[config.mk]
export PLATFORM = sky130hd
export DESIGN_NAME = integer_to_ascii_digits_top
export DESIGN_NICKNAME = d
export VERILOG_FILES = /design/src/sv/itd_pkg.sv /design/src/sv/itd_conv.sv /design/src/sv/integer_to_ascii_digits_top.sv
export SDC_FILE = /design/constraint.sdc
export NUM_CORES = 1
export LEC_CHECK = 0
export BUFFER_PORTS_ARGS = -buffer_cell sky130_fd_sc_hd__buf_2
export CAP_MARGIN = 25
export CORE_MARGIN = 5
export CORE_UTILIZATION = 55
export DETAILED_ROUTE_END_ITERATION = 10
export PLACE_DENSITY_LB_ADDON = 0.15
export SYNTH_ARGS = -nofsm -noshare
export SYNTH_HDL_FRONTEND = slang
export SYNTH_SLANG_ARGS = --single-unit
[constraint.sdc]
create_clock -name clk_i -period 4.9 [get_ports clk_i]
set_input_delay 0.98 -clock clk_i [delete_from_list [all_inputs] [get_ports clk_i]]
set_output_delay 0.98 -clock clk_i [all_outputs]
set_load 0.05 [all_outputs]
[src/sv/itd_pkg.sv]
// Shared constants, types and the digit-to-ASCII mapping for the integer to ASCII converter.
package itd_pkg;

  localparam int VALUE_BITS = 32;
  localparam int IN_VALUE_W = 32;
  localparam int CHAR_W     = 8;
  localparam int TOTAL_W    = 31;

  localparam int DEC_DIGITS = (VALUE_BITS * 30103) / 100000 + 1;
  localparam int HEX_DIGITS = (VALUE_BITS + 3) / 4;
  localparam int NDIG       = (DEC_DIGITS > HEX_DIGITS) ? DEC_DIGITS : HEX_DIGITS;
  localparam int IDX_W      = $clog2(NDIG);
  localparam int CNT_W      = $clog2(VALUE_BITS);

  localparam logic [TOTAL_W-1:0] TOTAL_MAX = {TOTAL_W{1'b1}};

  localparam logic [CHAR_W-1:0] CH_ZERO  = 8'h30;
  localparam logic [CHAR_W-1:0] CH_MINUS = 8'h2D;
  localparam logic [CHAR_W-1:0] CH_LA    = 8'h61;
  localparam logic [CHAR_W-1:0] CH_UA    = 8'h41;

  typedef enum logic [1:0] {
    OP_SDEC = 2'd0,
    OP_UDEC = 2'd1,
    OP_LHEX = 2'd2,
    OP_UHEX = 2'd3
  } op_e;

  typedef enum logic [1:0] {
    ST_IDLE = 2'd0,
    ST_CONV = 2'd1,
    ST_EMIT = 2'd2
  } top_state_e;

  typedef enum logic [1:0] {
    CV_IDLE  = 2'd0,
    CV_SHIFT = 2'd1,
    CV_FIND  = 2'd2
  } conv_state_e;

  typedef struct packed {
    logic [1:0]            op;
    logic [IN_VALUE_W-1:0] value;
  } in_t;

  typedef struct packed {
    logic [CHAR_W-1:0]  ascii_char;
    logic               last;
    logic [TOTAL_W-1:0] total_chars;
  } out_t;

  typedef struct packed {
    logic                  start;
    logic                  hex;
    logic [VALUE_BITS-1:0] mag;
  } conv_req_t;

  typedef struct packed {
    logic                       done;
    logic [IDX_W-1:0]           msd;
    logic [NDIG-1:0][3:0]       digits;
  } conv_rsp_t;

  function automatic logic [CHAR_W-1:0] ascii_of(input logic [3:0] nib, input logic upper);
    logic [CHAR_W-1:0] base;
    base = upper ? CH_UA : CH_LA;
    if (nib < 4'd10) begin
      return CH_ZERO + {4'd0, nib};
    end
    return base + {4'd0, nib} - 8'd10;
  endfunction

endpackage

[src/sv/itd_conv.sv]
// Iterative shift-and-add-3 binary to BCD unit with hex bypass and leading digit search.
module itd_conv import itd_pkg::*; (
  input  logic      clk_i,
  input  logic      rst_ni,
  input  conv_req_t req_i,
  output conv_rsp_t rsp_o
);

  conv_state_e           state_q, state_d;
  logic [CNT_W-1:0]      cnt_q, cnt_d;
  logic [NDIG-1:0][3:0]  bcd_q, bcd_d;
  logic [VALUE_BITS-1:0] bin_q, bin_d;
  logic [NDIG-1:0][3:0]  bcd_fix;
  logic [IDX_W-1:0]      msd;

  always_ff @(posedge clk_i or negedge rst_ni) begin
    if (!rst_ni) begin
      state_q <= CV_IDLE;
      cnt_q   <= '0;
    end else begin
      state_q <= state_d;
      cnt_q   <= cnt_d;
    end
  end

  always_ff @(posedge clk_i) begin
    bcd_q <= bcd_d;
    bin_q <= bin_d;
  end

  always_comb begin
    for (int i = 0; i < NDIG; i++) begin
      bcd_fix[i] = (bcd_q[i] >= 4'd5) ? bcd_q[i] + 4'd3 : bcd_q[i];
    end
  end

  always_comb begin
    msd = '0;
    for (int i = 0; i < NDIG; i++) begin
      if (bcd_q[i] != 4'd0) begin
        msd = IDX_W'(i);
      end
    end
  end

  always_comb begin
    state_d = state_q;
    cnt_d   = cnt_q;
    bcd_d   = bcd_q;
    bin_d   = bin_q;
    case (state_q)
      CV_IDLE: begin
        if (req_i.start) begin
          cnt_d = '0;
          if (req_i.hex) begin
            bcd_d   = (NDIG*4)'(req_i.mag);
            state_d = CV_FIND;
          end else begin
            bcd_d   = '0;
            bin_d   = req_i.mag;
            state_d = CV_SHIFT;
          end
        end
      end
      CV_SHIFT: begin
        bcd_d = (NDIG*4)'({bcd_fix, bin_q[VALUE_BITS-1]});
        bin_d = bin_q << 1;
        cnt_d = cnt_q + 1'b1;
        if (cnt_q == CNT_W'(VALUE_BITS - 1)) begin
          state_d = CV_FIND;
        end
      end
      CV_FIND: begin
        state_d = CV_IDLE;
      end
      default: begin
        state_d = CV_IDLE;
      end
    endcase
  end

  assign rsp_o.done   = (state_q == CV_FIND);
  assign rsp_o.msd    = msd;
  assign rsp_o.digits = bcd_q;

  a_done_pulse: assert property (@(posedge clk_i) disable iff (!rst_ni)
    rsp_o.done |=> !rsp_o.done)
    else $error("conversion done held longer than one cycle");

  a_start_idle: assert property (@(posedge clk_i) disable iff (!rst_ni)
    (req_i.start && state_q == CV_IDLE && !req_i.hex) |=> state_q == CV_SHIFT && cnt_q == '0)
    else $error("decimal conversion did not start shifting");

  a_shift_end: assert property (@(posedge clk_i) disable iff (!rst_ni)
    (state_q == CV_SHIFT && cnt_q == CNT_W'(VALUE_BITS - 1)) |=> state_q == CV_FIND)
    else $error("shift phase did not end after the last bit");

endmodule

[src/sv/integer_to_ascii_digits_top.sv]
// Integer to ASCII digit converter: handshake, sequencing, character output and running count.
// Decimal: a minus sign is issued first, once the output slot is free; the first digit follows
//   the BCD shift phase over all input bits, the leading digit search and the index load.
// Hex: the first digit follows the leading digit search and the index load. Then one character
//   per cycle while the output does not stall. Input stalls until the last character is issued.
//   Reset clears sequencer, valid, count.
module integer_to_ascii_digits_top import itd_pkg::*; (
  input  logic clk_i,
  input  logic rst_ni,
  input  logic in_valid_i,
  output logic in_stall_o,
  input  in_t  in_data_i,
  output logic out_valid_o,
  input  logic out_stall_i,
  output out_t out_data_o
);

  top_state_e            state_q, state_d;
  logic                  sign_q, sign_d;
  logic                  upper_q, upper_d;
  logic [IDX_W-1:0]      idx_q, idx_d;
  logic                  out_valid_q, out_valid_d;
  out_t                  out_q;
  logic [TOTAL_W-1:0]    tot_q, tot_next;
  logic                  slot_free;
  logic                  ld;
  logic [CHAR_W-1:0]     ld_char;
  logic                  ld_last;
  logic [VALUE_BITS-1:0] val;
  logic                  neg;
  conv_req_t             conv_req;
  conv_rsp_t             conv_rsp;

  assign val = VALUE_BITS'(in_data_i.value);
  assign neg = (in_data_i.op == OP_SDEC) && val[VALUE_BITS-1];

  assign conv_req.start = (state_q == ST_IDLE) && in_valid_i;
  assign conv_req.hex   = in_data_i.op[1];
  assign conv_req.mag   = neg ? (~val + 1'b1) : val;

  itd_conv u_conv (
    .clk_i  (clk_i),
    .rst_ni (rst_ni),
    .req_i  (conv_req),
    .rsp_o  (conv_rsp)
  );

  assign slot_free = !out_valid_q || !out_stall_i;
  assign tot_next  = (tot_q == TOTAL_MAX) ? tot_q : tot_q + 1'b1;

  always_comb begin
    state_d = state_q;
    sign_d  = sign_q;
    upper_d = upper_q;
    idx_d   = idx_q;
    ld      = 1'b0;
    ld_char = CH_MINUS;
    ld_last = 1'b0;
    case (state_q)
      ST_IDLE: begin
        if (in_valid_i) begin
          sign_d  = neg;
          upper_d = (in_data_i.op == OP_UHEX);
          state_d = ST_CONV;
        end
      end
      ST_CONV: begin
        if (sign_q && slot_free) begin
          ld     = 1'b1;
          sign_d = 1'b0;
        end
        if (conv_rsp.done) begin
          idx_d   = conv_rsp.msd;
          state_d = ST_EMIT;
        end
      end
      ST_EMIT: begin
        if (slot_free) begin
          ld = 1'b1;
          if (sign_q) begin
            sign_d = 1'b0;
          end else begin
            ld_char = ascii_of(conv_rsp.digits[idx_q], upper_q);
            ld_last = (idx_q == '0);
            if (idx_q == '0) begin
              state_d = ST_IDLE;
            end else begin
              idx_d = idx_q - 1'b1;
            end
          end
        end
      end
      default: begin
        state_d = ST_IDLE;
      end
    endcase
  end

  always_comb begin
    if (ld) begin
      out_valid_d = 1'b1;
    end else if (out_stall_i) begin
      out_valid_d = out_valid_q;
    end else begin
      out_valid_d = 1'b0;
    end
  end

  always_ff @(posedge clk_i or negedge rst_ni) begin
    if (!rst_ni) begin
      state_q     <= ST_IDLE;
      sign_q      <= 1'b0;
      out_valid_q <= 1'b0;
      tot_q       <= '0;
    end else begin
      state_q     <= state_d;
      sign_q      <= sign_d;
      out_valid_q <= out_valid_d;
      if (ld) begin
        tot_q <= tot_next;
      end
    end
  end

  always_ff @(posedge clk_i) begin
    upper_q <= upper_d;
    idx_q   <= idx_d;
    if (ld) begin
      out_q.ascii_char  <= ld_char;
      out_q.last        <= ld_last;
      out_q.total_chars <= tot_next;
    end
  end

  assign in_stall_o  = (state_q != ST_IDLE);
  assign out_valid_o = out_valid_q;
  assign out_data_o  = out_q;

  a_sign_busy: assert property (@(posedge clk_i) disable iff (!rst_ni)
    sign_q |-> state_q != ST_IDLE)
    else $error("minus sign pending while idle");

  a_last_ends: assert property (@(posedge clk_i) disable iff (!rst_ni)
    (ld && ld_last) |=> state_q == ST_IDLE && out_valid_o && out_data_o.last)
    else $error("last character did not end the number");

  a_count_nonzero: assert property (@(posedge clk_i) disable iff (!rst_ni)
    out_valid_o |-> out_data_o.total_chars != '0)
    else $error("character count zero on a valid word");

  a_sign_before_digit: assert property (@(posedge clk_i) disable iff (!rst_ni)
    (ld && sign_q) |-> ld_char == CH_MINUS && !ld_last)
    else $error("minus sign not issued first");

endmodule
==> impl_metrics.yaml <==
run_status:
  outcome: "finished, final reports clean"
synth:
  syn-num-nets: 953
  synthTopCellsByCount: "edfxtp_1 (116), nand2_1 (99), o21ai_0 (76), xnor2_1 (66), nor2_1 (65)"
  synth_most_common_cell: "edfxtp_1"
  synth_top_cell_area_share_pct: 38.7
  postSynthAreaPerCell_um2: 10.2
  yosys_register_bits: 158
  synthFlopType: "edfxtp_1"
  synth_edf_count: 116
  synthArstFlopShare_pct: 26.6
  synth_area_um2: 9000
  yosys_warnings: 0
  synth.area.top_cells: "edfxtp_1 (39%), dfrtp_1 (12%), xnor2_1 (6.4%)"
  synthCells: 886
  yosys.area.top_type: "edfxtp_1"
  synth_cell_types: 56
  yosysSeqAreaShare_pct: 50.4
run:
  max_cap_viol_count: 0
sta:
  slew_violations: 0
  period_share_pct: 61.3
  rsz0062_at_grt: "false"
  setup_slack_ps: 1900
  max_freq_ghz: 0.333
  maxSlewHeadroom_pct: 32.4
  tightest_slew_ps: 1010
  setup_viol: 0
  setup_tns_ps: 0
  finalHoldViolations: 0
  final.min_clock_period_ps: 3000
  clock-skew-final_ps: 8.61
  whs_ps: 507
worst_setup_path:
  critical_path_arrival_ps: 3290
  crit_chain: "mux4_2, a2bb2oi_1, a2bb2oi_1, ha_1, nand2_1, or3_1, nand3_1"
  cpPeakStageDelay_ps: 950
  cp-end-kind: "flip-flop"
  slowest_stage: "edfxtp_1"
  cp_common_cell: "a2bb2oi_1"
  cp.buffers_inverters: 0
  cp_max_fo: 18
  start_kind: "flip-flop"
  required_ps: 5180
  criticalPathCategory: "flip-flop to flip-flop"
  cp_top_family: "flip-flops"
grt:
  grt-ovfl-total: 0
  antenna_found_initial: 0
  grt_pass1_vias: 6043
  grt_pass1_wl_um: 30600
  grt_usage_pct: 20.6
  grt_max_degree: 59
clocking:
  h-tree-depth: 4
  cts_resized: 0
  tritoncts: "done"
  clkSinkCount: 158
  cts_buffers: 17
  clkTransAtPathRegs_ps: 60
  clock_latency_ps: 420
  clockBufferDepth: 2
  post_cts_buffers: 0
  cts_root_buf: "clkbuf_16"
  ctsHoldBuffers: 0
cells_and_area:
  drive_gt1_share_pct: 14.2
  final_util_pct: 63.4
  fillers: 1347
  area_delta_synth_final_pct: 12.4
  final_nets: 1014
  post-route-cell-area_um2: 10100
  fin_cells: 1176
  diodes: 0
route:
  antenna_left: 0
  drt-pass1-iter-count: 5
  vias_per_cell: 5.61
  wl_met3_um: 998
  routedWlPerCell_um: 16.0
  drc: 0
  drt-initial-drc-count: 492
  routed_wl_um: 18800
  wl_met2_um: 8670
  met1Wirelength_um: 8850
  routed.top_layer: "met4"
  vias: 6599
floorplan:
  initial_core_util_pct: 56.4
  die_h_um: 138
  coreArea_um2: 15900
  die_w_um: 138
  ios: 80
  die_area_um2: 19000
  num_rows: 46
worst_hold_path:
  holdCritPathClass: "flip-flop to flip-flop"
pwr:
  leakagePower_nw: 4.04
  total_power_mw: 6.28
  worst_ir_drop_vdd_v: 0.000319
  p_per_area_nw_per_um2: 620
placed_design:
  place_congestion: 0.866
  numPlacedInstances: 1144
  port_buffers: 78
  dpl_cell_area_um2: 9510
  post-place-ws_ps: 1800
  dp_hpwl_um: 13400
[layout make-up]
cell class / instances / area (µm²) / share of cell area [%]
multi-input combinational: 651 / 4150 / 41.0
clock inverter: 12 / 123 / 1.21
timing repair buffer: 83 / 428 / 4.23
inverter: 36 / 135 / 1.34
sequential: 158 / 4530 / 44.8
tap: 216 / 270 / 2.67
clock buffer: 20 / 478 / 4.73
[registers in the layout, indices dropped and copies added, names as in the netlist]
name and cells:
out_data_o 39, u_conv.state_q 2, tot_q 31, u_conv.rsp_o 40
u_conv.bin_q 32, state_q 2, u_conv.cnt_q 5, out_valid_o 1
upper_q 1, idx_q 4, sign_q 1
[logic make-up after synthesis]
family | Yosys count | share of synthesized area [%]
adder cells (fa/ha/maj) | 29 | 4.03
AO/OA/AOI/OAI | 166 | 10.5
multiplexers | 16 | 2.66
buffers and inverters | 77 | 3.66
other | 1 | 0.0417
AND/OR/NAND/NOR | 331 | 18.2
flip-flops | 158 | 50.4
XOR/XNOR | 108 | 10.5
[final timing paths]
kind,startpoint,endpoint,slack (ps),depth (start not counted)
max,idx_q[0],out_data_o[34],1900,7
min,tot_q[30],tot_q[30],510,1
max reg2reg,idx_q[0],out_data_o[34],1900,7
min reg2reg,tot_q[30],tot_q[30],510,1
max in group asynchronous,rst_ni,u_conv.state_q[1],3620,1
min in group asynchronous,rst_ni,tot_q[29],700,1
[cell usage in the layout (no fill, tap or decap), types with 5 or more instances in the layout]
cell type	instances
inv_1	35
nor3_1	21
mux2i_1	7
a31oi_1	8
nor2_1	64
edfxtp_1	116
nor3b_1	14
buf_4	5
ha_1	29
dfrtp_1	42
xor2_1	42
and3_1	11
nand3_1	60
nand2b_1	18
buf_2	78
mux4_2	6
xnor2_1	66
nand4_1	5
clkbuf_16	18
nand2_1	99
o31ai_1	9
and2_1	8
a21oi_1	47
o21ai_0	76
[per-layer routing]
metal,vias up,track usage [%]
li1,3263,-
met1,3129,29.6
met2,184,32.0
met3,23,3.27
met4,0,6.81
met5,-,0
[power by group]
part / internal [mW] / switching, mW / total (mW)
sequential: 2.15 / 0.404 / 2.55
combinational: 0.846 / 1.55 / 2.39
clock: 0.768 / 0.563 / 1.33
total: 3.76 / 2.52 / 6.28
(Power assumes the default switching activity.)
